--- config.mk ---
export PLATFORM = sky130hd
export DESIGN_NAME = ccrd_seq
export DESIGN_NICKNAME = d
export VERILOG_FILES = /design/src/sv/ccrd_pkg.sv /design/src/sv/ccrd_seq.sv
export SDC_FILE = /design/constraint.sdc
export NUM_CORES = 1
export LEC_CHECK = 0
export BUFFER_PORTS_ARGS = -buffer_cell sky130_fd_sc_hd__clkbuf_2
export CAP_MARGIN = 20
export CORE_MARGIN = 5
export CORE_UTILIZATION = 45
export CTS_CLUSTER_DIAMETER = 200
export DETAILED_ROUTE_END_ITERATION = 8
export HOLD_SLACK_MARGIN = 0.08
export PLACE_DENSITY_LB_ADDON = 0.1
export SLEW_MARGIN = 20
export SYNTH_ARGS = -nofsm -noshare
export SYNTH_HDL_FRONTEND = slang
export SYNTH_SLANG_ARGS = --single-unit
--- constraint.sdc ---
create_clock -name clk -period 6.95 [get_ports clk]
set_clock_uncertainty 0.1 [all_clocks]
set_input_delay 0.3475 -clock clk [delete_from_list [all_inputs] [get_ports clk]]
set_output_delay 0.3475 -clock clk [all_outputs]
set_load 0.02 [all_outputs]
--- src/sv/ccrd_pkg.sv ---
package ccrd_pkg;

  // coordinate math: 12-bit fields plus a 12-bit extent fit in 14 signed bits
  localparam int CRD_W      = 14;
  localparam int CFG_IDX_W  = 2;
  localparam int CFG_DATA_W = 8;
  localparam int COLS_W     = 8;
  localparam int ROWS_W     = 7;

  localparam logic [7:0] SPACE_CHAR = 8'h20;

  localparam logic [CFG_IDX_W-1:0] CFG_COLS = 2'd0;
  localparam logic [CFG_IDX_W-1:0] CFG_ROWS = 2'd1;

  localparam logic [COLS_W-1:0] COLS_RST = 8'd128;
  localparam logic [ROWS_W-1:0] ROWS_RST = 7'd64;

  typedef logic signed [CRD_W-1:0] crd_t;

  typedef enum logic [1:0] {
    MODE_SET   = 2'd0,
    MODE_GET   = 2'd1,
    MODE_RECT  = 2'd2,
    MODE_CLEAR = 2'd3
  } mode_t;

  typedef struct packed {
    mode_t              mode;
    logic signed [11:0] pos_x;
    logic signed [11:0] pos_y;
    logic [11:0]        rect_width;
    logic [11:0]        rect_height;
    logic [7:0]         char_value;
  } in_item_t;

  typedef struct packed {
    logic [7:0] read_char;
    logic       in_bounds;
  } out_item_t;

  // index width for a dimension of n cells (at least one bit)
  function automatic int idx_w(input int n);
    return (n > 1) ? $clog2(n) : 1;
  endfunction

endpackage

--- src/sv/ccrd_seq.sv ---
module ccrd_seq #(
  parameter int MAX_COLS = 128,
  parameter int MAX_ROWS = 64,
  parameter int CW       = 7,
  parameter int RW       = 6
) (
  input  logic                      clk,
  input  logic                      rst_n,
  input  logic                      in_valid,
  output logic                      in_ready,
  input  ccrd_pkg::in_item_t        in_item,
  input  logic [ccrd_pkg::COLS_W-1:0] cols_cfg,
  input  logic [ccrd_pkg::ROWS_W-1:0] rows_cfg,
  output logic                      res_valid,
  input  logic                      res_ready,
  output ccrd_pkg::out_item_t       res_item,
  output logic                      mem_we,
  output logic                      mem_re,
  output logic [CW+RW-1:0]          mem_addr,
  output logic [7:0]                mem_wdata,
  input  logic [7:0]                mem_rdata
);
  import ccrd_pkg::*;

  localparam int AW = CW + RW;

  typedef enum logic [4:0] {
    ST_INIT  = 5'b00001,
    ST_IDLE  = 5'b00010,
    ST_SETUP = 5'b00100,
    ST_RUN   = 5'b01000,
    ST_RESP  = 5'b10000
  } state_t;

  state_t        state_r, state_nxt;
  logic [AW-1:0] init_addr_r, init_addr_nxt;

  mode_t         mode_r;
  logic          ok_r;
  logic [7:0]    ch_r;
  logic          full_all_r;
  logic          empty_r;
  crd_t          x_r, y_r, xe_r, ye_r;
  logic [RW-1:0] row_r, r1_r;
  logic [CW-1:0] col_r, c0_r, c1_r;
  logic          left_ok_r, right_ok_r, side_r;

  // canvas size clamped to the store
  crd_t nc, nr, ncm1, nrm1;
  crd_t px, py, pw, ph;
  logic pt_in;
  crd_t c0, c1, r0, r1;
  logic box_empty;

  logic          row_full, last_col, last_row;
  logic [RW-1:0] row_nxt;
  logic [CW-1:0] col_nxt;
  logic          side_nxt;

  always_comb begin
    nc = (CRD_W'(cols_cfg) > CRD_W'(MAX_COLS)) ? crd_t'(MAX_COLS) : crd_t'(cols_cfg);
    nr = (CRD_W'(rows_cfg) > CRD_W'(MAX_ROWS)) ? crd_t'(MAX_ROWS) : crd_t'(rows_cfg);
    ncm1 = nc - crd_t'(1);
    nrm1 = nr - crd_t'(1);
    px = crd_t'(in_item.pos_x);
    py = crd_t'(in_item.pos_y);
    pw = crd_t'(in_item.rect_width);
    ph = crd_t'(in_item.rect_height);
    pt_in = (px >= 0) && (py >= 0) && (px < nc) && (py < nr);
    // clipped box
    c0 = (x_r < 0) ? '0 : x_r;
    r0 = (y_r < 0) ? '0 : y_r;
    c1 = (xe_r > ncm1) ? ncm1 : xe_r;
    r1 = (ye_r > nrm1) ? nrm1 : ye_r;
    box_empty = empty_r || (c0 > c1) || (r0 > r1);
  end

  // walk: top/bottom rows (every row for a clear) sweep every clipped column, other rows hit both ends
  always_comb begin
    row_full = full_all_r || (crd_t'(row_r) == y_r) || (crd_t'(row_r) == ye_r);
    last_col = row_full ? (col_r == c1_r) : side_r;
    last_row = (row_r == r1_r);
    row_nxt  = row_r;
    col_nxt  = col_r;
    side_nxt = side_r;
    if (last_col) begin
      row_nxt  = row_r + RW'(1);
      col_nxt  = c0_r;
      side_nxt = 1'b0;
    end else if (row_full) begin
      col_nxt = col_r + CW'(1);
    end else begin
      side_nxt = 1'b1;
    end
  end

  always_comb begin
    state_nxt     = state_r;
    init_addr_nxt = init_addr_r;
    in_ready      = 1'b0;
    res_valid     = 1'b0;
    mem_we        = 1'b0;
    mem_re        = 1'b0;
    mem_addr      = '0;
    mem_wdata     = ch_r;
    case (state_r)
      ST_INIT: begin
        mem_we        = 1'b1;
        mem_addr      = init_addr_r;
        mem_wdata     = SPACE_CHAR;
        init_addr_nxt = init_addr_r + AW'(1);
        if (&init_addr_r) begin
          state_nxt = ST_IDLE;
        end
      end
      ST_IDLE: begin
        in_ready  = 1'b1;
        mem_addr  = {py[RW-1:0], px[CW-1:0]};
        mem_wdata = in_item.char_value;
        if (in_valid) begin
          case (in_item.mode)
            MODE_SET: begin
              mem_we    = pt_in;
              state_nxt = ST_RESP;
            end
            MODE_GET: begin
              mem_re    = pt_in;
              state_nxt = ST_RESP;
            end
            MODE_RECT, MODE_CLEAR: state_nxt = ST_SETUP;
            default: state_nxt = ST_RESP;
          endcase
        end
      end
      ST_SETUP: begin
        state_nxt = box_empty ? ST_RESP : ST_RUN;
      end
      ST_RUN: begin
        mem_we = row_full || (side_r ? right_ok_r : left_ok_r);
        if (row_full) begin
          mem_addr = {row_r, col_r};
        end else if (side_r) begin
          mem_addr = {row_r, xe_r[CW-1:0]};
        end else begin
          mem_addr = {row_r, x_r[CW-1:0]};
        end
        if (last_col && last_row) begin
          state_nxt = ST_RESP;
        end
      end
      ST_RESP: begin
        res_valid = 1'b1;
        if (res_ready) begin
          state_nxt = ST_IDLE;
        end
      end
      default: state_nxt = ST_IDLE;
    endcase
  end

  always_ff @(posedge clk) begin
    if (!rst_n) begin
      state_r     <= ST_INIT;
      init_addr_r <= '0;
    end else begin
      state_r     <= state_nxt;
      init_addr_r <= init_addr_nxt;
    end
  end

  always_ff @(posedge clk) begin
    if (state_r == ST_IDLE && in_valid) begin
      mode_r     <= in_item.mode;
      ok_r       <= pt_in && (in_item.mode == MODE_SET || in_item.mode == MODE_GET);
      full_all_r <= (in_item.mode == MODE_CLEAR);
      // clear never counts as empty; a rect does with zero width or height
      empty_r    <= (in_item.mode != MODE_CLEAR) &&
                    ((in_item.rect_width == '0) || (in_item.rect_height == '0));
      if (in_item.mode == MODE_CLEAR) begin
        ch_r    <= SPACE_CHAR;
        x_r     <= '0;
        y_r     <= '0;
        xe_r    <= ncm1;
        ye_r    <= nrm1;
      end else begin
        ch_r <= in_item.char_value;
        x_r  <= px;
        y_r  <= py;
        xe_r <= px + pw - crd_t'(1);
        ye_r <= py + ph - crd_t'(1);
      end
    end
    if (state_r == ST_SETUP) begin
      row_r      <= r0[RW-1:0];
      col_r      <= c0[CW-1:0];
      c0_r       <= c0[CW-1:0];
      c1_r       <= c1[CW-1:0];
      r1_r       <= r1[RW-1:0];
      left_ok_r  <= (x_r >= 0) && (x_r <= c1);
      right_ok_r <= (xe_r >= 0) && (xe_r <= c1);
      side_r     <= 1'b0;
    end
    if (state_r == ST_RUN) begin
      row_r  <= row_nxt;
      col_r  <= col_nxt;
      side_r <= side_nxt;
    end
  end

  always_comb begin
    res_item.in_bounds = ok_r;
    res_item.read_char = '0;
    if (mode_r == MODE_GET) begin
      res_item.read_char = ok_r ? mem_rdata : SPACE_CHAR;
    end
  end
endmodule

==> impl_results.md, run 1 <==
- DP HPWL: 21900 µm
- Postcts setup bufs: 0
- Die height: 159 µm
- Clock Tree Root: clkbuf_16
- Crit. Startpoint: rows_cfg[6]
- GRT Total Usage: 0.216
- H-tree lvl count: 4
- Mapped Cells: 1116
- Via count: 8359
- Wire per inst: 18.1 µm
- CTS resizes: 0
- Final net count: 1455
- Starting Density: 0.458
- CTS tree: done
- CP Depth: 28
- Worst Path Max Fanout: 19
- Routability Congestion: 0.861
- Slowest cell on the critical path: nor3_1
- Area grow syn2layout: 14.7%
- Setup crit end: state_r[4]
- Max-slew violation count: 0
- Cell variety after synth: 75
- Critical path capture point type: flop
- Post-synth ARST share: 0
- Final setup margin: 1.53 ns
- CTS sink count: 119
- Max-Cap Viols: 0
- Commonest cells after routing, fill and taps aside: inv_1, ha_1, clkbuf_2
- P per Cell Area: 184 nW/µm²
- Drt drc: 0
- Ports: 119
- Rows: 54
- Top delay family on crit path: compound AO/OA/AOI/OAI gates
- Period utilization: 0.780
- Reg2Reg Launch Point: xe_r[13]
- RSZ-0062 raised after global routing: no
- Yosys reg bits: 119
- Num CTS Buffers: 17
- Core area: 21900 µm²
- Req. time, crit path: 7.14 ns
- Most frequent CP cell: a21oi_1
- Dominant synthesized flop cell: edfxtp_1
- VDD IR max: 0.000146 V
- CP Launch Type: input port
- Final setup fails: 0
- Die width: 159 µm
- Critical path buffers and inverters: 4
- Worst reg2reg endpoint: state_r[4]
- R2R Setup Slk: 2.45 ns
- Max_slew headroom: 0.289
- CTS max path bufs: 2
- Drt first-iter violations: 580
- Routed WL: 27500 µm
- Antenna-violating nets left: 0
- Post-CTS Hold Fix Bufs: 1
- Most common cell after layout, fill and taps aside: inv_1
- IO Port Bufs: 118
- Post-synth EDFFs: 101
- Crit path time final: 5.42 ns
- First-pass GRT wire length: 43900 µm
- Worst slew pin tran: 1.06 ns
- Yosys warnings: 0
- LEAKAGE: 5.25 nW
- R2R cell count: 16
- Initial antenna violation count: 2
- Congestion Overflow GR: 0
- Mapped cell area: 10000 µm²
- Status: completed
- Pre-CTS setup slack: 1.08 ns
- Final hold violations: 0
- Worst EP arrival: 5.61 ns
- Post-synthesis average cell area: 8.98 µm²
- Die area: 25400 µm²
- Pre-Repair DR Iteration Count: 7
- Highest cell delay on the worst timing path: 0.60 ns
- Share of layout cells above drive strength 1: 0.148
- Setup TNS Final: 0 ns
- ANT cells: 0
- Worst hold-check path type: in2reg
- Vias in the first global route: 7983
- Latest clock arrival within the worst-skew pair: 0.43 ns
- Largest net degree at the start of global routing: 68
- Synthesized Nets: 1342
- Top achievable clock speed: 184 MHz
- Sequential share of the synthesized area: 0.339
- Crit Path Class: in2reg
- Post-DR vias/cell: 5.49
- Clk slew on worst S/H paths: 0.06 ns
cell families (layout without fill, tap and decap cells):
group,Yosys count,in the layout,share of synthesized area
adders and majority gates,143,143,0.181
and+or+nand+nor,329,329,0.165
DFF,119,119,0.339
muxes,29,29,0.0298
AOI/OAI and AO/OA,242,242,0.157
buffers and inverters,189,315,0.0720
xor gates and xnor gates,65,65,0.0568
registers in the layout (all words and copies together), names as in the netlist, 2 cells and up:
register     cells
xe_r            14
ye_r            14
init_addr_r     13
x_r             12
y_r             12
ch_r             8
c0_r             7
c1_r             7
col_r            7
r1_r             6
row_r            6
state_r          5
mode_r           2
power breakdown:
| group | internal, mW | switching (mW) | leakage, nW |
|---|---|---|---|
| clock network | 0.500 | 0.354 | 0.273 |
| registers | 0.794 | 0.0125 | 1.07 |
| logic | 0.184 | 0.269 | 3.91 |
routing by layer:
metal	up-vias	global-route usage	part of all wire
met5	-	0	0.00083
met4	4	0.0450	0.0086
met3	22	0.0443	0.060
met2	227	0.324	0.43
met1	3908	0.324	0.50
li1	4198	-	-
cells in the mapped netlist (all sizes together) (9+ instances only):
library cell	count	area (µm²)
nor2	105	394
nor2b	25	156
nand2b	11	68.8
nand2	56	210
or3	10	62.6
ha	137	1710
a211oi	9	72.6
xor2	28	245
nor3	13	65.1
a21boi	10	75.1
mux2i	22	220
o21ai	60	308
and2	18	116
dfxtp	18	360
inv	154	578
nand4	20	125
a21oi	81	420
edfxtp	101	3030
xnor2	37	324
nand3	26	130
a21o	20	150
clkbuf	27	101
nor4	18	113
final cells by class:
class	instances	area (µm²)
Inverter	156	586
Sequential cell	119	3390
Fill cell	2119	10400
Clock inverter	14	139
Multi-Input combinational cell	808	5920
Tap cell	280	350
Timing Repair Buffer	127	681
Clock buffer	18	429
worst min-delay path by stage:
| stage | startpoint | end | slack, ns | depth (start not counted) |
|---|---|---|---|---|
| 5_1_grt | in_item[2] | ch_r[2] | 0.11 | 2 |
| 3_3_place_gp | init_addr_r[8] | init_addr_r[8] | 0.39 | 2 |
| 2_1_floorplan | rst_n | state_r[0] | 0.31 | 1 |
| 6_report | in_item[7] | ch_r[7] | 0.12 | 2 |
| 4_1_cts | in_item[3] | ch_r[3] | 0.10 | 2 |
| 3_5_place_dp | init_addr_r[8] | init_addr_r[8] | 0.40 | 2 |
through the flow:
step / instances / hold slack (ns) / util / cell area (µm²) / power, mW
finish: 1522 / 0.117 / 0.525 / 11500 / 2.11
global route: 1522 / 0.113 / 0.525 / 11500 / 2.22
CTS: 1521 / 0.102 / 0.524 / 11500 / 2.13
detailed placement: 1488 / 0.400 / 0.498 / 10900 / 1.27
global placement: 1488 / 0.388 / 0.498 / 10900 / 1.27
floorplan: 1116 / 0.309 / - / 10000 / 1.13
(Power assumes the default switching activity.)
==> run 2, diff against run 1 <==
==> constraint.sdc (replaced) <==
create_clock -name clk -period 5.4 [get_ports clk]
set_clock_uncertainty 0.1 [all_clocks]
set_input_delay 0.27 -clock clk [delete_from_list [all_inputs] [get_ports clk]]
set_output_delay 0.27 -clock clk [all_outputs]
set_load 0.02 [all_outputs]
==> run 2 against run 1 <==
Net effect:
- worst hold slack got worse by 0.011 ns
- setup slack got worse by 0.86 ns
- combinational power increased by 30%
- sequential power increased by 29%
- sequential share of layout area decreased by 0.54 points
- cell area increased by 1.9%
- non-clock buffer count increased by 19
- first-iteration DRC count decreased by 17%
- cell count increased by 1.2%
- core utilization increased by 0.98 points
- largest power group unchanged
==> impl_results.md, run 2 (synthesis gave the netlist of run 1 again) <==
- Status: completed
- Starting Density: 0.458
- Postcts setup bufs: 0
- Routed WL: 27800 µm
- P per Cell Area: 243 nW/µm²
- Critical path capture point type: flop
- Highest cell delay on the worst timing path: 0.34 ns
- CTS tree: done
- CTS max path bufs: 2
- Final net count: 1474
- IO Port Bufs: 118
- Period utilization: 0.876
- Die height: 159 µm
- Die width: 159 µm
- CTS sink count: 119
- Drt drc: 0
- Final hold violations: 0
- Initial antenna violation count: 2
- Vias in the first global route: 8144
- CTS resizes: 0
- Most common cell after layout, fill and taps aside: inv_1
- R2R Setup Slk: 1.04 ns
- Finished Core Util: 0.535
- Ports: 119
- Slowest cell on the critical path: ha_1
- LEAKAGE: 5.36 nW
- Core area: 21900 µm²
- Hold_ws: 0.107 ns
- Top delay family on crit path: compound AO/OA/AOI/OAI gates
- Crit path time final: 4.73 ns
- Post-route cell area: 11700 µm²
- Routability Congestion: 0.862
- Critical path buffers and inverters: 4
- GRT Total Usage: 0.216
- Req. time, crit path: 5.57 ns
- Max-slew violation count: 0
- VDD IR max: 0.000164 V
- Clock Tree Root: clkbuf_16
- Final setup fails: 0
- Worst hold-check path type: in2reg
- Pre-Repair DR Iteration Count: 5
- CP Launch Type: input port
- Die area: 25400 µm²
- Placed inst area: 11000 µm²
- Top achievable clock speed: 211 MHz
- Worst EP arrival: 4.90 ns
- Post-DR vias/cell: 5.46
- Wire per inst: 18.0 µm
- RSZ-0062 raised after global routing: no
- Congestion Overflow GR: 0
- Num CTS Buffers: 17
- Via count: 8417
- ANT cells: 0
- Share of layout cells above drive strength 1: 0.152
- Max-Cap Viols: 0
- Latest clock arrival within the worst-skew pair: 0.42 ns
- Worst Path Max Fanout: 19
- Rows: 54
- H-tree lvl count: 4
- Crit Path Class: in2reg
- Area grow syn2layout: 16.9%
- Antenna-violating nets left: 0
- Worst slew pin tran: 1.03 ns
- Clk slew on worst S/H paths: 0.06 ns
- DP HPWL: 22200 µm
- Most frequent CP cell: a21oi_1
- First-pass GRT wire length: 44200 µm
- Max_slew headroom: 0.312
- Largest net degree at the start of global routing: 44
- Setup TNS Final: 0 ns
- Drt first-iter violations: 481
- Biggest regs: xe_r (14), ye_r (14), init_addr_r (13)
- Commonest cells after routing, fill and taps aside: inv_1, ha_1, clkbuf_2
[run 2: power breakdown]
| part | switching, mW | total [mW] | internal, mW |
|---|---|---|---|
| clock network | 0.439 | 1.22 | 0.778 |
| registers | 0.0156 | 1.04 | 1.02 |
| logic | 0.346 | 0.591 | 0.245 |
| total | 0.801 | 2.85 | 2.05 |
[run 2: final cells by class]
type	count	area, µm²
fillers	2101	10200
well taps	280	350
multi-input cells	808	5920
flip-flops and latches	119	3390
inverters	156	586
repair buffers	146	838
clock buffers	18	429
clock inverters	14	198
[run 2: routing by layer]
metal / share of wire / GRT usage / routed length, µm
met3: 0.066 / 0.0518 / 1840
met2: 0.42 / 0.320 / 11700
met5: 0.00076 / 0 / 21
met4: 0.017 / 0.0585 / 465
met1: 0.50 / 0.316 / 13800
[run 2: final timing paths]
path	endpoint	depth (start not counted)	start
max	state_r[4]	28	rows_cfg[6]
min	x_r[10]	3	in_item[54]
max reg2reg	left_ok_r	14	xe_r[13]
min reg2reg	init_addr_r[8]	2	init_addr_r[8]
[run 2: worst reg2reg max path: cells and delay by family (launching register included)]
family                     cells  cell delay [ns]
adders and majority gates      3             1.01
DFF                            1             0.52
buffers and inverters          1             0.21
and+or+nand+nor                4             0.85
AOI/OAI and AO/OA              6             1.38
[run 2: repair_timing]
action	4_1_cts	5_1_grt
endpoints found under the setup margin	0	0
hold buffers	10	0
hold endpoints to repair	11	0
[run 2: stage by stage]
step / setup WS [ns] / total power [mW] / instances
final: 0.669 / 2.85 / 1541
after global routing: 0.202 / 2.99 / 1541
after CTS: 0.707 / 2.86 / 1541
after detailed placement: 0.299 / 1.64 / 1499
after global placement: 0.446 / 1.63 / 1499
after floorplan: 0.152 / 1.46 / 1116
==> run 3, diff against run 2 <==
--- a/config.mk
+++ b/config.mk
@@ -8,7 +8,7 @@
 export BUFFER_PORTS_ARGS = -buffer_cell sky130_fd_sc_hd__clkbuf_2
 export CAP_MARGIN = 20
 export CORE_MARGIN = 5
-export CORE_UTILIZATION = 45
+export CORE_UTILIZATION = 32
 export CTS_CLUSTER_DIAMETER = 200
 export DETAILED_ROUTE_END_ITERATION = 8
 export HOLD_SLACK_MARGIN = 0.08
==> run 3 against run 2 <==
Net effect:
- register-to-register slack got worse by 0.12 ns
- critical path depth decreased by 8
- setup slack got worse by 0.085 ns
- via count decreased by 1.1%
- sequential power about the same
- die area increased by 38%
- count of clock-buffer cells in the layout unchanged
- largest power group unchanged
- clock power about the same
- critical path type unchanged
- largest cell class unchanged
==> impl_results.md, run 3 (synthesis gave the netlist of run 1 again) <==
- Hold_ws: 0.106 ns
- Slowest cell on the critical path: maj3_1
- Core area: 30700 µm²
- Critical path buffers and inverters: 3
- IO Port Bufs: 118
- Top achievable clock speed: 208 MHz
- Crit Path Class: in2reg
- Worst hold-check path type: in2reg
- Routability Congestion: 0.797
- Req. time, crit path: 5.44 ns
- CTS sink count: 119
- Pre-CTS setup slack: 0.179 ns
- Drt drc: 0
- Area grow syn2layout: 18.0%
- VDD IR max: 0.000213 V
- RSZ-0062 raised after global routing: no
- Placed inst area: 11100 µm²
- Clk slew on worst S/H paths: 0.06 ns
- Crit-path cells: clkbuf_2, nand2b_1, ha_1, and3_1, inv_1, ha_1, nand4_1, nor4_1, o32ai_1, a21oi_4, buf_4, nor2_1, a21o_1, ha_1, and3_1, a221o_1, maj3_1, a211oi_1, or2_2, a21oi_1
- Max-slew violation count: 0
- Congestion Overflow GR: 0
- CTS tree: done
- P per Cell Area: 239 nW/µm²
- Cells after DPL: 1615
- Die width: 187 µm
- Initial antenna violation count: 1
- Final setup margin: 0.584 ns
- Ports: 119
- Postcts setup bufs: 0
- Clock Tree Root: clkbuf_16
- Finished Core Util: 0.385
- Routed WL: 30400 µm
- Most common cell after layout, fill and taps aside: inv_1
- Latest clock arrival within the worst-skew pair: 0.42 ns
- Rows: 64
- LEAKAGE: 5.34 nW
- Pre-Repair DR Iteration Count: 5
- Via count: 8324
- Worst Path Max Fanout: 12
- CP Launch Type: input port
- Hold_sp: in_item[41]
- H-tree lvl count: 4
- Die area: 35000 µm²
- Most frequent CP cell: ha_1
- Share of layout cells above drive strength 1: 0.153
- Status: completed
- Crit path time final: 4.82 ns
- DP HPWL: 24400 µm
- Critical path capture point type: flop
- Max_slew headroom: 0.329
- Die height: 187 µm
- Power Total: 2.83 mW
- Wire per inst: 18.3 µm
- GRT Total Usage: 0.172
- Antenna-violating nets left: 0
- Reg2Reg Launch Point: xe_r[13]
- ANT cells: 0
- Commonest cells after routing, fill and taps aside: inv_1, ha_1, clkbuf_2
- Starting Density: 0.326
- Final net count: 1474
- First-pass GRT wire length: 47300 µm
- Drt first-iter violations: 582
- Setup TNS Final: 0 ns
- Worst EP arrival: 4.86 ns
- Final hold violations: 0
- Top delay family on crit path: compound AO/OA/AOI/OAI gates
- Vias in the first global route: 8224
- Biggest regs: xe_r (14), ye_r (14), init_addr_r (13)
- Non-filler cells, final: 1657
- CTS max path bufs: 2
- Num CTS Buffers: 17
- Period utilization: 0.892
- Crit. Startpoint: cols_cfg[7]
- Worst slew pin tran: 1.00 ns
- Max-Cap Viols: 0
- Largest net degree at the start of global routing: 68
- Highest cell delay on the worst timing path: 0.38 ns
- Post-DR vias/cell: 5.02
- Final setup fails: 0
- Post-route cell area: 11800 µm²
-- run 3: cell types whose count changed in the layout (fill, tap and decap cells not counted), sizes merged --
| cell | change |
|---|---|
| clkinvlp | +3 |
| inv | -2 |
| bufinv | -1 |
-- run 3: path summary, 6_finish.rpt --
kind,to,slack [ns],cells after the start
worst max register to register,left_ok_r,0.92,15
worst min-delay path,y_r[9],0.11,3
worst max-delay path,left_ok_r,0.58,20
worst min register to register,init_addr_r[8],0.41,2
-- run 3: per-layer routing --
| layer | share of wire | global-route usage | wire (µm) |
|---|---|---|---|
| met3 | 0.049 | 0.0351 | 1490 |
| met2 | 0.41 | 0.251 | 12500 |
| met1 | 0.52 | 0.256 | 15800 |
| met5 | 0.00036 | 0 | 11 |
| met4 | 0.019 | 0.0484 | 571 |
-- run 3: worst register-to-register path, cell delays in order, from the launching register on --
cell	delay, ns
edfxtp_1	0.53
ha_1	0.39
nand4_1	0.24
nor4_1	0.33
o32ai_1	0.17
a21oi_4	0.34
buf_4	0.20
nor2_1	0.04
a21o_1	0.21
ha_1	0.30
and3_1	0.16
a221o_1	0.33
maj3_1	0.38
a211oi_1	0.28
or2_2	0.15
a21oi_1	0.05
-- run 3: timing repair --
item,in CTS,in global routing
hold buffers,10,0
hold endpoints to repair,12,0
gates resized for setup,0,0
-- run 3: power by group --
part / internal (mW) / total, mW / switching (mW)
Combinational: 0.247 / 0.602 / 0.356
Sequential: 1.02 / 1.04 / 0.0155
Clock: 0.728 / 1.19 / 0.461
Total: 2.00 / 2.83 / 0.832
-- run 3: layout make-up --
type,instances,area (µm²)
Tap cell,396,495
Multi-Input combinational cell,808,5920
Clock inverter,14,174
Timing Repair Buffer,146,826
Fill cell,3200,18900
Inverter,156,586
Sequential cell,119,3390
Clock buffer,18,429
